File: src/tld_pkg.sv
// ----------------------------------------------------------------------------
// tld_pkg: shared types and constants of the terminal line discipline
// Character codes, result kinds, configuration register indices, command encoding
// between the front and back ends, and sizes of the line store and command queue.
// ----------------------------------------------------------------------------
package tld_pkg;

  localparam int LINE_DEPTH = 32;
  localparam int AddrW      = $clog2(LINE_DEPTH);
  localparam int LenW       = $clog2(LINE_DEPTH + 1);
  localparam int QDEPTH     = 2;
  localparam int QPtrW      = $clog2(QDEPTH);
  localparam int QCntW      = $clog2(QDEPTH + 1);

  localparam int ByteW = 8;
  localparam int KindW = 3;
  localparam int CfgIdxW  = 2;
  localparam int CfgDataW = 4;

  localparam logic [CfgIdxW-1:0] CFG_INPUT_MAP   = 2'd0;
  localparam logic [CfgIdxW-1:0] CFG_LOCAL_MODES = 2'd1;
  localparam logic [CfgIdxW-1:0] CFG_NL_ECHO_CR  = 2'd2;

  localparam logic [KindW-1:0] KIND_ECHO    = 3'd0;
  localparam logic [KindW-1:0] KIND_DELIVER = 3'd1;
  localparam logic [KindW-1:0] KIND_INTR    = 3'd2;
  localparam logic [KindW-1:0] KIND_STOP    = 3'd3;
  localparam logic [KindW-1:0] KIND_EOF     = 3'd4;
  localparam logic [KindW-1:0] KIND_WAKE    = 3'd5;

  localparam logic [ByteW-1:0] CH_ETX   = 8'd3;
  localparam logic [ByteW-1:0] CH_EOT   = 8'd4;
  localparam logic [ByteW-1:0] CH_BS    = 8'd8;
  localparam logic [ByteW-1:0] CH_TAB   = 8'd9;
  localparam logic [ByteW-1:0] CH_NL    = 8'd10;
  localparam logic [ByteW-1:0] CH_CR    = 8'd13;
  localparam logic [ByteW-1:0] CH_SUB   = 8'd26;
  localparam logic [ByteW-1:0] CH_SPACE = 8'd32;
  localparam logic [ByteW-1:0] CH_AT    = 8'd64;
  localparam logic [ByteW-1:0] CH_CARET = 8'd94;
  localparam logic [ByteW-1:0] CH_DEL   = 8'd127;

  typedef enum logic [2:0] {
    OP_SIG,
    OP_RAW,
    OP_STORE,
    OP_NL,
    OP_EOF,
    OP_BS
  } op_e;

  typedef enum logic [1:0] {
    ECHO_NONE,
    ECHO_PLAIN,
    ECHO_CARET
  } echo_e;

  typedef struct packed {
    op_e              op;
    logic [ByteW-1:0] ch;
    logic             sig;
    logic [KindW-1:0] sig_kind;
    echo_e            echo;
    logic [ByteW-1:0] echo_byte;
  } cmd_t;

  typedef struct packed {
    logic [LenW-1:0] line_len;
    logic            busy;
  } back_status_t;

endpackage

File: src/tld_rx_if.sv
// ----------------------------------------------------------------------------
// tld_rx_if: received byte channel
// Valid/ready channel carrying one received character per word.
// ----------------------------------------------------------------------------
interface tld_rx_if import tld_pkg::*; ();
  logic             valid;
  logic             ready;
  logic [ByteW-1:0] rx_byte;

  modport source (output valid, output rx_byte, input ready);
  modport sink (input valid, input rx_byte, output ready);
endinterface

File: src/tld_res_if.sv
// ----------------------------------------------------------------------------
// tld_res_if: result channel
// Valid/ready channel carrying one result word: kind, value and last flag.
// ----------------------------------------------------------------------------
interface tld_res_if import tld_pkg::*; ();
  logic             valid;
  logic             ready;
  logic [KindW-1:0] kind;
  logic [ByteW-1:0] value;
  logic             last;

  modport source (output valid, output kind, output value, output last, input ready);
  modport sink (input valid, input kind, input value, input last, output ready);
endinterface

File: src/tld_cfg_if.sv
// ----------------------------------------------------------------------------
// tld_cfg_if: configuration write channel
// Valid/ready channel carrying a register index and write data.
// ----------------------------------------------------------------------------
interface tld_cfg_if import tld_pkg::*; ();
  logic                valid;
  logic                ready;
  logic [CfgIdxW-1:0]  reg_index;
  logic [CfgDataW-1:0] wdata;

  modport source (output valid, output reg_index, output wdata, input ready);
  modport sink (input valid, input reg_index, input wdata, output ready);
endinterface

File: src/tld_ram.sv
// ----------------------------------------------------------------------------
// tld_ram: generic single-port-write, single-port-read RAM
// One write and one registered read per cycle.
// ----------------------------------------------------------------------------
module tld_ram #(
  parameter int Width = 8,
  parameter int Depth = 32,
  parameter int AW    = $clog2(Depth)
) (
  input  logic             clk_i,
  input  logic             we_i,
  input  logic [AW-1:0]    waddr_i,
  input  logic [Width-1:0] wdata_i,
  input  logic             re_i,
  input  logic [AW-1:0]    raddr_i,
  output logic [Width-1:0] rdata_o
);

  logic [Width-1:0] mem_q [Depth];
  logic [Width-1:0] rdata_q;

  always_ff @(posedge clk_i) begin
    if (we_i) begin
      mem_q[waddr_i] <= wdata_i;
    end
    if (re_i) begin
      rdata_q <= mem_q[raddr_i];
    end
  end

  assign rdata_o = rdata_q;

endmodule

File: src/tld_front.sv
// ----------------------------------------------------------------------------
// tld_front: input mapping and classification
// Holds the configuration registers, applies the CR/NL input mapping and
// turns each received byte into a command for the back end.
// ----------------------------------------------------------------------------
module tld_front import tld_pkg::*; (
  input  logic         clk_i,
  input  logic         rst_ni,
  tld_rx_if.sink       rx,
  tld_cfg_if.sink      cfg,
  input  logic         q_full_i,
  output logic         push_o,
  output cmd_t         cmd_o
);

  logic [2:0] input_map_q;
  logic [3:0] local_modes_q;
  logic       nl_cr_q;

  logic [ByteW-1:0] ch;
  logic             drop;
  logic             canon, isig, echo, echonl;
  cmd_t             cmd;

  assign cfg.ready = 1'b1;

  always_ff @(posedge clk_i or negedge rst_ni) begin
    if (!rst_ni) begin
      input_map_q   <= '0;
      local_modes_q <= '0;
      nl_cr_q       <= 1'b0;
    end else if (cfg.valid) begin
      case (cfg.reg_index)
        CFG_INPUT_MAP:   input_map_q   <= cfg.wdata[2:0];
        CFG_LOCAL_MODES: local_modes_q <= cfg.wdata[3:0];
        CFG_NL_ECHO_CR:  nl_cr_q       <= cfg.wdata[0];
        default: ;
      endcase
    end
  end

  assign canon  = local_modes_q[0];
  assign isig   = local_modes_q[1];
  assign echo   = local_modes_q[2];
  assign echonl = local_modes_q[3];

  always_comb begin
    ch   = rx.rx_byte;
    drop = 1'b0;
    if (rx.rx_byte == CH_CR) begin
      if (input_map_q[0]) begin
        ch = CH_NL;
      end else if (input_map_q[1]) begin
        drop = 1'b1;
      end
    end else if (rx.rx_byte == CH_NL && input_map_q[2]) begin
      ch = CH_CR;
    end
  end

  always_comb begin
    cmd.op        = OP_RAW;
    cmd.ch        = ch;
    cmd.sig       = 1'b0;
    cmd.sig_kind  = KIND_INTR;
    cmd.echo      = ECHO_NONE;
    cmd.echo_byte = ch;
    if (ch == CH_SUB || ch == CH_ETX) begin
      if (canon) begin
        cmd.op       = OP_SIG;
        cmd.sig      = isig;
        cmd.sig_kind = (ch == CH_SUB) ? KIND_STOP : KIND_INTR;
      end else if (echo) begin
        cmd.echo = ECHO_CARET;
      end
    end else if (ch == CH_EOT) begin
      if (canon) begin
        cmd.op = OP_EOF;
      end else if (echo) begin
        cmd.echo = ECHO_CARET;
      end
    end else if (ch == CH_DEL || ch == CH_BS) begin
      if (canon) begin
        cmd.op = OP_BS;
        if (echo) begin
          cmd.echo = ECHO_PLAIN;
        end
      end else if (echo || echonl) begin
        cmd.echo      = ECHO_CARET;
        cmd.echo_byte = CH_BS;
      end
    end else if (ch == CH_NL) begin
      if (canon) begin
        cmd.op = OP_NL;
        if (echonl) begin
          cmd.echo = ECHO_PLAIN;
        end
      end else if (echo) begin
        cmd.echo      = ECHO_CARET;
        cmd.echo_byte = nl_cr_q ? CH_CR : CH_NL;
      end else if (echonl) begin
        cmd.echo = ECHO_PLAIN;
      end
    end else if (ch == CH_CR) begin
      if (canon) begin
        cmd.op = OP_STORE;
      end else if (echo) begin
        cmd.echo = ECHO_CARET;
      end
    end else begin
      cmd.op = canon ? OP_STORE : OP_RAW;
      if (echo) begin
        cmd.echo = (ch >= CH_SPACE) ? ECHO_PLAIN : ECHO_CARET;
      end
    end
  end

  assign rx.ready = !q_full_i;
  assign push_o   = rx.valid && !q_full_i && !drop;
  assign cmd_o    = cmd;

endmodule

File: src/tld_cmd_fifo.sv
// ----------------------------------------------------------------------------
// tld_cmd_fifo: command queue between front and back ends
// Small register FIFO so that classification and execution stall apart.
// ----------------------------------------------------------------------------
module tld_cmd_fifo import tld_pkg::*; (
  input  logic clk_i,
  input  logic rst_ni,
  input  logic push_i,
  input  cmd_t cmd_i,
  output logic full_o,
  input  logic pop_i,
  output cmd_t cmd_o,
  output logic empty_o
);

  cmd_t             mem_q [QDEPTH];
  logic [QPtrW-1:0] wr_q, wr_d, rd_q, rd_d;
  logic [QCntW-1:0] cnt_q, cnt_d;

  assign full_o  = (cnt_q == QCntW'(QDEPTH));
  assign empty_o = (cnt_q == '0);
  assign cmd_o   = mem_q[rd_q];

  always_comb begin
    wr_d  = wr_q;
    rd_d  = rd_q;
    cnt_d = cnt_q;
    if (push_i) begin
      wr_d = (wr_q == QPtrW'(QDEPTH - 1)) ? '0 : wr_q + 1'b1;
    end
    if (pop_i) begin
      rd_d = (rd_q == QPtrW'(QDEPTH - 1)) ? '0 : rd_q + 1'b1;
    end
    if (push_i && !pop_i) begin
      cnt_d = cnt_q + 1'b1;
    end else if (pop_i && !push_i) begin
      cnt_d = cnt_q - 1'b1;
    end
  end

  always_ff @(posedge clk_i or negedge rst_ni) begin
    if (!rst_ni) begin
      wr_q  <= '0;
      rd_q  <= '0;
      cnt_q <= '0;
    end else begin
      wr_q  <= wr_d;
      rd_q  <= rd_d;
      cnt_q <= cnt_d;
    end
  end

  always_ff @(posedge clk_i) begin
    if (push_i) begin
      mem_q[wr_q] <= cmd_i;
    end
  end

endmodule

File: src/tld_back.sv
// ----------------------------------------------------------------------------
// tld_back: command execution and result sequencing
// Owns the line store and line length, and emits the result words of each
// command one at a time through an output register.
// ----------------------------------------------------------------------------
module tld_back import tld_pkg::*; (
  input  logic         clk_i,
  input  logic         rst_ni,
  input  logic         cmd_valid_i,
  input  cmd_t         cmd_i,
  output logic         pop_o,
  tld_res_if.source    res,
  output back_status_t status_o
);

  localparam logic [3:0] ST_IDLE    = 4'd0;
  localparam logic [3:0] ST_SIG     = 4'd1;
  localparam logic [3:0] ST_DELIVER = 4'd2;
  localparam logic [3:0] ST_WAKE    = 4'd3;
  localparam logic [3:0] ST_ECHO_A  = 4'd4;
  localparam logic [3:0] ST_ECHO_B  = 4'd5;
  localparam logic [3:0] ST_REL_RD  = 4'd6;
  localparam logic [3:0] ST_REL_EM  = 4'd7;
  localparam logic [3:0] ST_EOF     = 4'd8;
  localparam logic [3:0] ST_BS      = 4'd9;
  localparam logic [3:0] ST_BS2     = 4'd10;

  logic [3:0]       state_q, state_d;
  cmd_t             cmd_q, cmd_d;
  logic [LenW-1:0]  len_q, len_d, idx_q, idx_d;

  logic             out_valid_q, out_valid_d;
  logic [KindW-1:0] out_kind_q;
  logic [ByteW-1:0] out_value_q;
  logic             out_last_q;

  logic             can_emit, emit, e_last;
  logic [KindW-1:0] e_kind;
  logic [ByteW-1:0] e_value;

  logic             we, re;
  logic [AddrW-1:0] waddr, raddr;
  logic [ByteW-1:0] rdata;
  logic             gone_ctrl;
  logic             raw_echo;

  tld_ram #(.Width(ByteW), .Depth(LINE_DEPTH)) u_line_store (
    .clk_i   (clk_i),
    .we_i    (we),
    .waddr_i (waddr),
    .wdata_i (cmd_i.ch),
    .re_i    (re),
    .raddr_i (raddr),
    .rdata_o (rdata)
  );

  assign can_emit  = !out_valid_q || res.ready;
  assign gone_ctrl = (rdata < CH_SPACE) && (rdata != CH_NL) && (rdata != CH_CR)
                     && (rdata != CH_TAB);
  assign raw_echo  = (cmd_q.op == OP_RAW) && (cmd_q.echo != ECHO_NONE);

  always_comb begin
    state_d = state_q;
    cmd_d   = cmd_q;
    len_d   = len_q;
    idx_d   = idx_q;
    pop_o   = 1'b0;
    emit    = 1'b0;
    e_kind  = KIND_ECHO;
    e_value = '0;
    e_last  = 1'b0;
    we      = 1'b0;
    re      = 1'b0;
    waddr   = len_q[AddrW-1:0];
    raddr   = idx_q[AddrW-1:0];
    case (state_q)
      ST_IDLE: begin
        if (cmd_valid_i) begin
          pop_o = 1'b1;
          cmd_d = cmd_i;
          idx_d = '0;
          if ((cmd_i.op == OP_STORE || cmd_i.op == OP_NL) &&
              (len_q < LenW'(LINE_DEPTH))) begin
            we    = 1'b1;
            len_d = len_q + 1'b1;
          end
          case (cmd_i.op)
            OP_SIG:   state_d = cmd_i.sig ? ST_SIG : ST_WAKE;
            OP_RAW:   state_d = ST_DELIVER;
            OP_STORE: state_d = (cmd_i.echo != ECHO_NONE) ? ST_ECHO_A : ST_IDLE;
            OP_NL:    state_d = ST_REL_RD;
            OP_EOF:   state_d = ST_REL_RD;
            OP_BS: begin
              if (len_q != '0) begin
                len_d   = len_q - 1'b1;
                re      = 1'b1;
                raddr   = len_d[AddrW-1:0];
                state_d = ST_BS;
              end
            end
            default: state_d = ST_IDLE;
          endcase
        end
      end
      ST_SIG: begin
        if (can_emit) begin
          emit    = 1'b1;
          e_kind  = cmd_q.sig_kind;
          state_d = ST_WAKE;
        end
      end
      ST_DELIVER: begin
        if (can_emit) begin
          emit    = 1'b1;
          e_kind  = KIND_DELIVER;
          e_value = cmd_q.ch;
          state_d = ST_WAKE;
        end
      end
      ST_WAKE: begin
        if (can_emit) begin
          emit    = 1'b1;
          e_kind  = KIND_WAKE;
          e_last  = !raw_echo;
          state_d = raw_echo ? ST_ECHO_A : ST_IDLE;
        end
      end
      ST_ECHO_A: begin
        if (can_emit) begin
          emit = 1'b1;
          if (cmd_q.echo == ECHO_CARET) begin
            e_value = CH_CARET;
            state_d = ST_ECHO_B;
          end else begin
            e_value = cmd_q.echo_byte;
            e_last  = (cmd_q.op != OP_NL);
            state_d = (cmd_q.op == OP_NL) ? ST_WAKE : ST_IDLE;
          end
        end
      end
      ST_ECHO_B: begin
        if (can_emit) begin
          emit    = 1'b1;
          e_value = cmd_q.echo_byte + CH_AT;
          e_last  = 1'b1;
          state_d = ST_IDLE;
        end
      end
      ST_REL_RD: begin
        if (idx_q < len_q) begin
          re      = 1'b1;
          state_d = ST_REL_EM;
        end else begin
          len_d = '0;
          if (cmd_q.op == OP_NL) begin
            state_d = (cmd_q.echo != ECHO_NONE) ? ST_ECHO_A : ST_WAKE;
          end else begin
            state_d = ST_EOF;
          end
        end
      end
      ST_REL_EM: begin
        if (can_emit) begin
          emit    = 1'b1;
          e_kind  = KIND_DELIVER;
          e_value = rdata;
          idx_d   = idx_q + 1'b1;
          state_d = ST_REL_RD;
        end
      end
      ST_EOF: begin
        if (can_emit) begin
          emit    = 1'b1;
          e_kind  = KIND_EOF;
          state_d = ST_WAKE;
        end
      end
      ST_BS: begin
        if (cmd_q.echo == ECHO_NONE) begin
          state_d = ST_IDLE;
        end else if (can_emit) begin
          emit    = 1'b1;
          e_value = CH_BS;
          e_last  = !gone_ctrl;
          state_d = gone_ctrl ? ST_BS2 : ST_IDLE;
        end
      end
      ST_BS2: begin
        if (can_emit) begin
          emit    = 1'b1;
          e_value = CH_BS;
          e_last  = 1'b1;
          state_d = ST_IDLE;
        end
      end
      default: state_d = ST_IDLE;
    endcase
  end

  assign out_valid_d = emit ? 1'b1 : (res.ready ? 1'b0 : out_valid_q);

  always_ff @(posedge clk_i or negedge rst_ni) begin
    if (!rst_ni) begin
      state_q     <= ST_IDLE;
      len_q       <= '0;
      out_valid_q <= 1'b0;
    end else begin
      state_q     <= state_d;
      len_q       <= len_d;
      out_valid_q <= out_valid_d;
    end
  end

  always_ff @(posedge clk_i) begin
    cmd_q <= cmd_d;
    idx_q <= idx_d;
    if (emit) begin
      out_kind_q  <= e_kind;
      out_value_q <= e_value;
      out_last_q  <= e_last;
    end
  end

  assign res.valid = out_valid_q;
  assign res.kind  = out_kind_q;
  assign res.value = out_value_q;
  assign res.last  = out_last_q;

  assign status_o.line_len = len_q;
  assign status_o.busy     = (state_q != ST_IDLE);

endmodule

File: src/terminal_line_discipline.sv
// ----------------------------------------------------------------------------
// terminal_line_discipline: canonical/raw terminal input processing
// Received bytes are mapped and classified by a front end, queued, and
// executed by a back end that keeps the line store and emits result words.
// ----------------------------------------------------------------------------
// Each received byte is accepted as soon as the two-entry command
// queue has room, and the back end then takes each command and emits its
// result words one at a time (one to four words for most bytes).
// A canonical backspace on a non-empty line without echo emits no word but
// still makes a line store read before the back end returns to idle.
// A line release reads the line store through its registered read port and
// so alternates a read state and an emit state for each stored byte.
// Ignored carriage returns produce no word and occupy no back-end time.
// The line store needs no clearing after reset.
module terminal_line_discipline import tld_pkg::*; (
  input  logic      clk_i,
  input  logic      rst_ni,
  tld_rx_if.sink    rx,
  tld_res_if.source res,
  tld_cfg_if.sink   cfg
);

  logic         push, pop, q_full, q_empty;
  cmd_t         cmd_in, cmd_out;
  back_status_t back_status;

  tld_front u_front (
    .clk_i    (clk_i),
    .rst_ni   (rst_ni),
    .rx       (rx),
    .cfg      (cfg),
    .q_full_i (q_full),
    .push_o   (push),
    .cmd_o    (cmd_in)
  );

  tld_cmd_fifo u_queue (
    .clk_i   (clk_i),
    .rst_ni  (rst_ni),
    .push_i  (push),
    .cmd_i   (cmd_in),
    .full_o  (q_full),
    .pop_i   (pop),
    .cmd_o   (cmd_out),
    .empty_o (q_empty)
  );

  tld_back u_back (
    .clk_i       (clk_i),
    .rst_ni      (rst_ni),
    .cmd_valid_i (!q_empty),
    .cmd_i       (cmd_out),
    .pop_o       (pop),
    .res         (res),
    .status_o    (back_status)
  );

  // The line never grows beyond the store.
  a_len_bound: assert property (@(posedge clk_i) disable iff (!rst_ni)
    back_status.line_len <= LenW'(LINE_DEPTH))
    else $error("line length exceeds line store depth");

  // The front end never writes into a full queue.
  a_no_overflow: assert property (@(posedge clk_i) disable iff (!rst_ni)
    push |-> !q_full)
    else $error("command pushed into a full queue");

  // Commands are only taken when the back end has finished the previous one.
  a_pop_idle: assert property (@(posedge clk_i) disable iff (!rst_ni)
    pop |-> !back_status.busy && !q_empty)
    else $error("command taken while back end busy");

  // Signal, end-of-file and wake words carry a zero value.
  a_zero_value: assert property (@(posedge clk_i) disable iff (!rst_ni)
    res.valid && (res.kind == KIND_INTR || res.kind == KIND_STOP ||
                  res.kind == KIND_EOF || res.kind == KIND_WAKE) |-> res.value == '0)
    else $error("non-byte result carries a value");

endmodule

File: src/flat_wrapper.sv
// flat-port wrapper written by rule: the top's interface ports become plain ports
module terminal_line_discipline_flat import tld_pkg::*;
  (clk_i, rst_ni, rx_valid, rx_rx_byte, rx_ready, res_valid, res_kind, res_value, res_last, res_ready, cfg_valid, cfg_reg_index, cfg_wdata, cfg_ready);
  tld_rx_if rx_i ();
  tld_res_if res_i ();
  tld_cfg_if cfg_i ();
  input  logic clk_i;
  input  logic rst_ni;
  input wire logic [$bits(rx_i.valid)-1:0] rx_valid;
  input wire logic [$bits(rx_i.rx_byte)-1:0] rx_rx_byte;
  output wire logic [$bits(rx_i.ready)-1:0] rx_ready;
  output wire logic [$bits(res_i.valid)-1:0] res_valid;
  output wire logic [$bits(res_i.kind)-1:0] res_kind;
  output wire logic [$bits(res_i.value)-1:0] res_value;
  output wire logic [$bits(res_i.last)-1:0] res_last;
  input wire logic [$bits(res_i.ready)-1:0] res_ready;
  input wire logic [$bits(cfg_i.valid)-1:0] cfg_valid;
  input wire logic [$bits(cfg_i.reg_index)-1:0] cfg_reg_index;
  input wire logic [$bits(cfg_i.wdata)-1:0] cfg_wdata;
  output wire logic [$bits(cfg_i.ready)-1:0] cfg_ready;
  assign rx_i.valid = rx_valid;
  assign rx_i.rx_byte = rx_rx_byte;
  assign rx_ready = rx_i.ready;
  assign res_valid = res_i.valid;
  assign res_kind = res_i.kind;
  assign res_value = res_i.value;
  assign res_last = res_i.last;
  assign res_i.ready = res_ready;
  assign cfg_i.valid = cfg_valid;
  assign cfg_i.reg_index = cfg_reg_index;
  assign cfg_i.wdata = cfg_wdata;
  assign cfg_ready = cfg_i.ready;
  terminal_line_discipline u_core (.clk_i(clk_i), .rst_ni(rst_ni), .rx(rx_i), .res(res_i), .cfg(cfg_i));
endmodule
File: config.mk
export PLATFORM = sky130hd
export DESIGN_NAME = terminal_line_discipline_flat
export DESIGN_NICKNAME = d
export VERILOG_FILES = /design/src/tld_pkg.sv /design/src/tld_rx_if.sv /design/src/tld_res_if.sv /design/src/tld_cfg_if.sv /design/src/tld_ram.sv /design/src/tld_front.sv /design/src/tld_cmd_fifo.sv /design/src/tld_back.sv /design/src/terminal_line_discipline.sv /design/src/flat_wrapper.sv
export SDC_FILE = /design/constraint.sdc
export NUM_CORES = 1
export LEC_CHECK = 0
export BUFFER_PORTS_ARGS = -buffer_cell sky130_fd_sc_hd__buf_2
export CORE_ASPECT_RATIO = 2
export CORE_MARGIN = 3
export CORE_UTILIZATION = 65
export CTS_BUF_LIST = sky130_fd_sc_hd__clkbuf_2 sky130_fd_sc_hd__clkbuf_4 sky130_fd_sc_hd__clkbuf_8
export CTS_CLUSTER_SIZE = 10
export DETAILED_ROUTE_END_ITERATION = 10
export GPL_TIMING_DRIVEN = 0
export PLACE_DENSITY_LB_ADDON = 0.12
export SLEW_MARGIN = 0
export SYNTH_ARGS = -nofsm -noshare
export SYNTH_HDL_FRONTEND = slang
export SYNTH_SLANG_ARGS = --single-unit
File: constraint.sdc
create_clock -name clk_i -period 3.8 [get_ports clk_i]
set_clock_uncertainty 0.1 [all_clocks]
set_input_delay 0.19 -clock clk_i [delete_from_list [all_inputs] [get_ports clk_i]]
set_output_delay 0.19 -clock clk_i [all_outputs]
set_load 0.01 [all_outputs]
* Word-level counts from Yosys, hierarchy flattened
Memory sizes are Yosys's and may differ from the RTL's. A register that Yosys moved wholly into a read port is not among the register bits.
Index checks and enable logic that the tools add are counted.
** Word-level totals
- Memory bits (read-only) :: 0
- Logic and storage cells :: 237
- Bits of input ports :: 19
- Latch bits :: 0
- Memories :: 2
- Bits in registers :: 65
- RAM bits :: 306
- Output and inout port bits :: 15
** Operators by class
- Shift-type cells :: 0
- Eq/ne operators :: 43
- Magnitude comparators :: 4
- Add/sub/neg operators :: 8
- Divide/modulo/power cells :: 0
- Multipliers :: 0
- Reductions and logical operators :: 46
- Bitwise operators :: 1
- Multiplexer cells :: 115
** Memories
- u_core.u_back.u_line_store.mem_q :: words 32, bits a word 8, read ports 1, clocked after memory_dff 1, write ports 1, RTL line tld_ram.sv:19 : logic [Width-1:0] mem_q [Depth];
- u_core.u_queue.mem_q :: words 2, bits a word 25, read ports 1, clocked after memory_dff 0, write ports 1, RTL line tld_cmd_fifo.sv:16 : cmd_t mem_q [QDEPTH];
** Operators by type and width (count)
- 2-to-1 mux 8 bit :: 14
- 2-to-1 mux 4 bit :: 16
- case mux 8 bit (6 select lines) :: 1
- 2-to-1 mux 3 bit :: 14
- 2-to-1 mux 6 bit :: 7
- == test 8 x 4 -> 1 bit (second input constant) :: 5
- 2-to-1 mux 2 bit :: 17
- 2-to-1 mux 1 bit :: 32
- case mux 4 bit (8 select lines) :: 1
- != test 8 x 4 -> 1 bit (second input constant) :: 3
- case mux 6 bit (2 select lines) :: 2
- 2-to-1 mux 10 bit :: 2
- 2-to-1 mux 5 bit :: 4
- case mux 4 bit (5 select lines) :: 1
- == test 4 x 3 -> 1 bit (second input constant) :: 4
- adder 6 x 1 -> 6 bit (second input constant) :: 2
- == test 4 bit (second input constant) :: 3
- case mux 3 bit (4 select lines) :: 1
- nonzero test 2 bit :: 6
- logical AND 1 bit :: 10
- != test 2 bit (second input constant) :: 5
- == test 3 x 2 -> 1 bit (second input constant) :: 3
- adder 8 x 7 -> 8 bit (second input constant) :: 1
- == test 4 x 2 -> 1 bit (second input constant) :: 2
- 35 further kinds :: 61

* Longest topological paths before layout
- Word-level depth :: 12
- Gate-level depth with buffers :: 13
- Gate-level depth less buffers :: 10

* Cells and area by module
A second synthesis with hierarchy kept.
** Second synthesis, totals
- Cells, all modules :: 919
- Area total of the unflattened synthesis :: 16153.0 µm²
** Modules (own cells, without submodules)
- tld_ram :: seq. area each 7927.6 µm², cells an instance 417, area each 10133.5 µm², times used 1
- tld_back :: seq. area each 1536.5 µm², cells an instance 298, area each 3032.9 µm², times used 1
- tld_cmd_fifo :: seq. area each 1601.5 µm², cells an instance 94, area each 2092.0 µm², times used 1
- tld_front :: seq. area each 200.2 µm², cells an instance 109, area each 890.9 µm², times used 1
- terminal_line_discipline :: seq. area each 0.0 µm², cells an instance 1, area each 3.8 µm², times used 1

* Least setup slack after synthesis
Ideal clock, no wire load.
- Kind :: register -> register
- Start point :: reg u_core.u_back.len_q[0]
- End point :: reg u_core.u_back.u_line_store.rdata_q[5], in the netlist u_core.u_back.u_line_store.rdata_o[5], read port of u_core.u_back.u_line_store.mem_q (data pin)
- Path buffers :: 1
- Data arrival time :: 2.441 ns
- Period minus slack after synthesis :: 2.812 ns
- Stages on the path, launching flop included :: 11
- Library setup time :: 0.271 ns
- Data required time :: 3.429 ns
- Setup slack :: 0.988 ns
- Cell sequence :: dfrtp_1 inv_1 ha_1 nor2b_1 o2bb2ai_2 nor2_1 o31ai_1 clkbuf_1 a21oi_1 a22oi_1 o311ai_1
** On the way
- Word-level cells in the longest chain between the ends :: 5
- Elaborated cells on any way between the ends :: 12
- Those cells by class :: add/sub (1); order compare (1); mux (9); reduce/logical (1)
** RTL lines
- from (decl) :: RTL line tld_back.sv:30 : logic [LenW-1:0] len_q, len_d, idx_q, idx_d;
- from (signal assigned) :: RTL line tld_back.sv:209 : len_q <= len_d;
- subtractor 6 x 1 -> 6 bit / nonzero test 6 bit (equally long branches) :: RTL line tld_back.sv:95, tld_back.sv:94
- 2-to-1 mux 5 bit / 2-to-1 mux 1 bit (equally long branches) :: RTL line tld_back.sv:94 : if (len_q != '0) begin
- 2-to-1 mux 5 bit / 2-to-1 mux 1 bit (equally long branches) :: RTL line tld_back.sv:87 : case (cmd_i.op)
- 2-to-1 mux 5 bit / 2-to-1 mux 1 bit (equally long branches) :: RTL line tld_back.sv:78 : if (cmd_valid_i) begin
- 2-to-1 mux 5 bit / case mux 1 bit (2 select lines) (equally long branches) :: RTL line tld_back.sv:76 : case (state_q)
- to (decl) :: RTL line tld_ram.sv:20 : logic [Width-1:0] rdata_q;
Several ways; a longest one is shown, not always the timed one.
A chain may end at the register's enable or synchronous reset.

* Worst setup path after layout
Same ends and word-level chain as after synthesis.

==> results.yml <==
route:
  firstDrtPassIters: 6
  top_layer_used: "met4"
  vias_per_cell: 6.42
  routedLengthMet1_mm: 12.7
  met3_length_mm: 1.99
  drc: 0
  vias: 10124
  totalWireLength_mm: 40.0
  wire_per_inst_um: 25.4
  ant_nets: 0
  drt_iter0_markers: 791
  dr_wl_met2_mm: 22.2
timing:
  fin_hold_ws_ps: 46.2
  worst_pin_slew_ps: 1260
  tns_ps: 0
  timing_hold_violations_final: 0
  finalSetupViolCount: 0
  setup_slack_ps: 93.9
  max_slew_margin: 0.151
  slew_viol_final: 0
  post-route-period-util: 0.975
  fmax_mhz: 270
  min_period_ps: 3710
clock_tree:
  cts_buffers: 47
  insertion_delay_ps: 600
  cts_buffer_depth: 3
  cts_tree: "built"
  cts.sinks: 373
  clk_pin_slew_ps: 70
  root_buffer: "clkbuf_8"
  htreeDepth: 2
global_routing:
  grt_use_total: 0.306
  overflow: 0
  grt_pass1_vias: 10414
  antenna_found_initial: 0
  grt_max_degree: 34
  grt_pass1_wl_mm: 59.6
synth:
  syn-num-nets: 1191
  synth_edf_count: 350
  synth.area.top_cells: "edfxtp_1 (66%), mux2i_1 (4.3%), nand2_1 (3.9%)"
  synth_area_leader_cell: "edfxtp_1"
  syn_avg_cell_area_um2: 13.8
  synth_sequential_area_ratio: 0.693
  synthCells: 1160
  synth_top_flop_cell: "edfxtp_1"
  synth-seq-cells: 373
  yosysWarnings: 0
  synth_top_area_frac: 0.657
  syn_area_mm2: 0.0160
  synth.distinct_cells: 78
  synth.most_common_cell: "edfxtp_1"
  synth_top_cells_by_count: "edfxtp_1 (350), nand2_1 (167), nor2_1 (77)"
  synthArstFlopShare: 0.0617
layout:
  final_util: 0.737
  drive_above_1_share: 0.163
  antennaDiodeCount: 0
  instances_no_fill: 1578
  fill_cells: 1585
  design_area_mm2: 0.0177
  area_delta_synth_final_pct: 10.6
  final_nets: 1289
power_and_ir_drop:
  p_leak_nw: 6.22
  powerDensity_mw_per_mm2: 716
  ir_drop_v: 0.000510
  power_mw: 12.7
floorplanning:
  initial_core_util: 0.666
  die_y_um: 228
  row_count: 80
  dieArea_mm2: 0.0266
  fp.coreArea_mm2: 0.0240
  die_w_um: 117
  io_pins: 34
worst_setup_path:
  cp_max_fo: 10
  worstPathCellList: "inv_1, ha_1, nor2b_2, a2bb2oi_4, a21oi_4, nor2_4, buf_6, buf_4, mux2i_1, a21oi_1, a22oi_1, o311ai_1"
  worst_setup_path_end_kind: "flop"
  r2r_cells: 12
  start_kind: "flop"
  critical_path_class: "reg2reg"
  cp.depth: 12
  slowest_stage: "dfrtp_1"
  path_delay_family: "compound AO/OA/AOI/OAI gates"
  crit_path_max_incr_delay_ps: 520
  required_ps: 4010
  arrival_ps: 3920
  crit_buf_inv: 3
placed_design:
  gp_congestion: 0.935
  placed_cell_area_mm2: 0.0165
  place_inst: 1479
  port-buffer-count: 31
  place_ws_ps: -295
  dp_hpwl_mm: 28.4
run_status:
  outcome: "complete, no violations"
flow_run:
  drv_cap: 0
worst_hold_path:
  hold_class: "in2async"
==> repair_timing <==
item | CTS | global route
endpoints found under the setup margin | 8 | 8
hold endpoints to repair | 57 | 0
gates resized for setup | 8 | 4
pin swaps | 0 | 1
buffers inserted | 0 | 1
hold buffers | 16 | 0
==> layer usage <==
layer,vias to the layer above,global-route usage
met5,-,0
met3,167,0.0385
met1,4915,0.314
met4,0,0.193
li1,4614,-
met2,428,0.561
==> worst register-to-register path: stages (launching register included) <==
cell and delay, ps:
dfrtp_1 520, inv_1 240, ha_1 290, nor2b_2 190
a2bb2oi_4 290, a21oi_4 150, nor2_4 170, buf_6 210
buf_4 270, mux2i_1 370, a21oi_1 180, a22oi_1 280
o311ai_1 190
==> logic make-up after synthesis <==
kind of cell / after synthesis / synth area share
adder cells (fa/ha/maj): 12 / 0.00939
flip-flops: 373 / 0.693
AO/OA/AOI/OAI: 179 / 0.0800
buffers and inverters: 80 / 0.0257
XOR/XNOR: 14 / 0.00767
multiplexers: 98 / 0.0637
AND/OR/NAND/NOR: 403 / 0.120
other: 1 / 0.000234
==> power by group <==
part | internal [mW] | leakage (nW) | switching, mW
Combinational | 1.26 | 2.24 | 2.84
Sequential | 5.39 | 3.46 | 0.232
Clock | 1.54 | 0.513 | 1.40
==> placed cells by master (no fill, tap or decap), types with 25 or more instances in the layout <==
master	synthesis	routed
a21oi_1	32	32
nor2_1	77	77
buf_2	26	56
mux2_2	30	30
mux2i_1	68	68
clkbuf_4	0	25
clkbuf_8	0	51
nand2_1	167	167
edfxtp_1	350	350
nand3_1	49	49
o21ai_0	35	34
==> flip-flops by register name (all words and copies together), names as in the netlist <==
register                            flops
u_core.u_front.nl_cr_q                  1
u_core.u_back.res.kind                  3
u_core.u_queue.cnt_q                    2
u_core.u_back.res.value                 8
u_core.u_front.local_modes_q            4
u_core.u_back.u_line_store.mem_q      256
u_core.u_back.len_q                     6
u_core.u_back.u_line_store.rdata_o      8
u_core.u_queue.wr_q                     1
u_core.u_queue.mem_q                   46
u_core.u_front.input_map_q              3
u_core.u_back.cmd_q                    22
u_core.u_back.res.last                  1
u_core.u_back.idx_q                     6
u_core.u_back.state_q                   4
u_core.u_back.res.valid                 1
u_core.u_queue.rd_q                     1
==> layout make-up <==
type | count | area, µm² | area share
clock buffer | 75 | 882 | 0.0498
sequential | 373 | 11100 | 0.626
multi-input combinational | 707 | 4550 | 0.257
inverter | 18 | 67.6 | 0.00382
buffer | 62 | 348 | 0.0197
clock inverter | 7 | 67.6 | 0.00382
tap | 287 | 359 | 0.0203
timing repair buffer | 49 | 338 | 0.0191
==> final timing paths <==
path | from | end | slack (ps)
setup reg to reg | u_core.u_back.len_q[0]$_DFFE_PN0P_ | u_core.u_back.u_line_store.rdata_o[5]$_DFFE_PP_ | 90
hold reg to reg | u_core.u_front.input_map_q[1]$_DFFE_PN0P_ | u_core.u_front.input_map_q[1]$_DFFE_PN0P_ | 410
hold / removal | rst_ni | u_core.u_queue.cnt_q[1]$_DFFE_PN0P_ | 50
setup / recovery | u_core.u_back.len_q[0]$_DFFE_PN0P_ | u_core.u_back.u_line_store.rdata_o[5]$_DFFE_PP_ | 90
max in group asynchronous | rst_ni | u_core.u_front.input_map_q[0]$_DFFE_PN0P_ | 3120
min in group clk_i | cfg_reg_index[1] | u_core.u_front.local_modes_q[2]$_DFFE_PN0P_ | 80
Note: power is estimated with default switching activity, not from simulation.
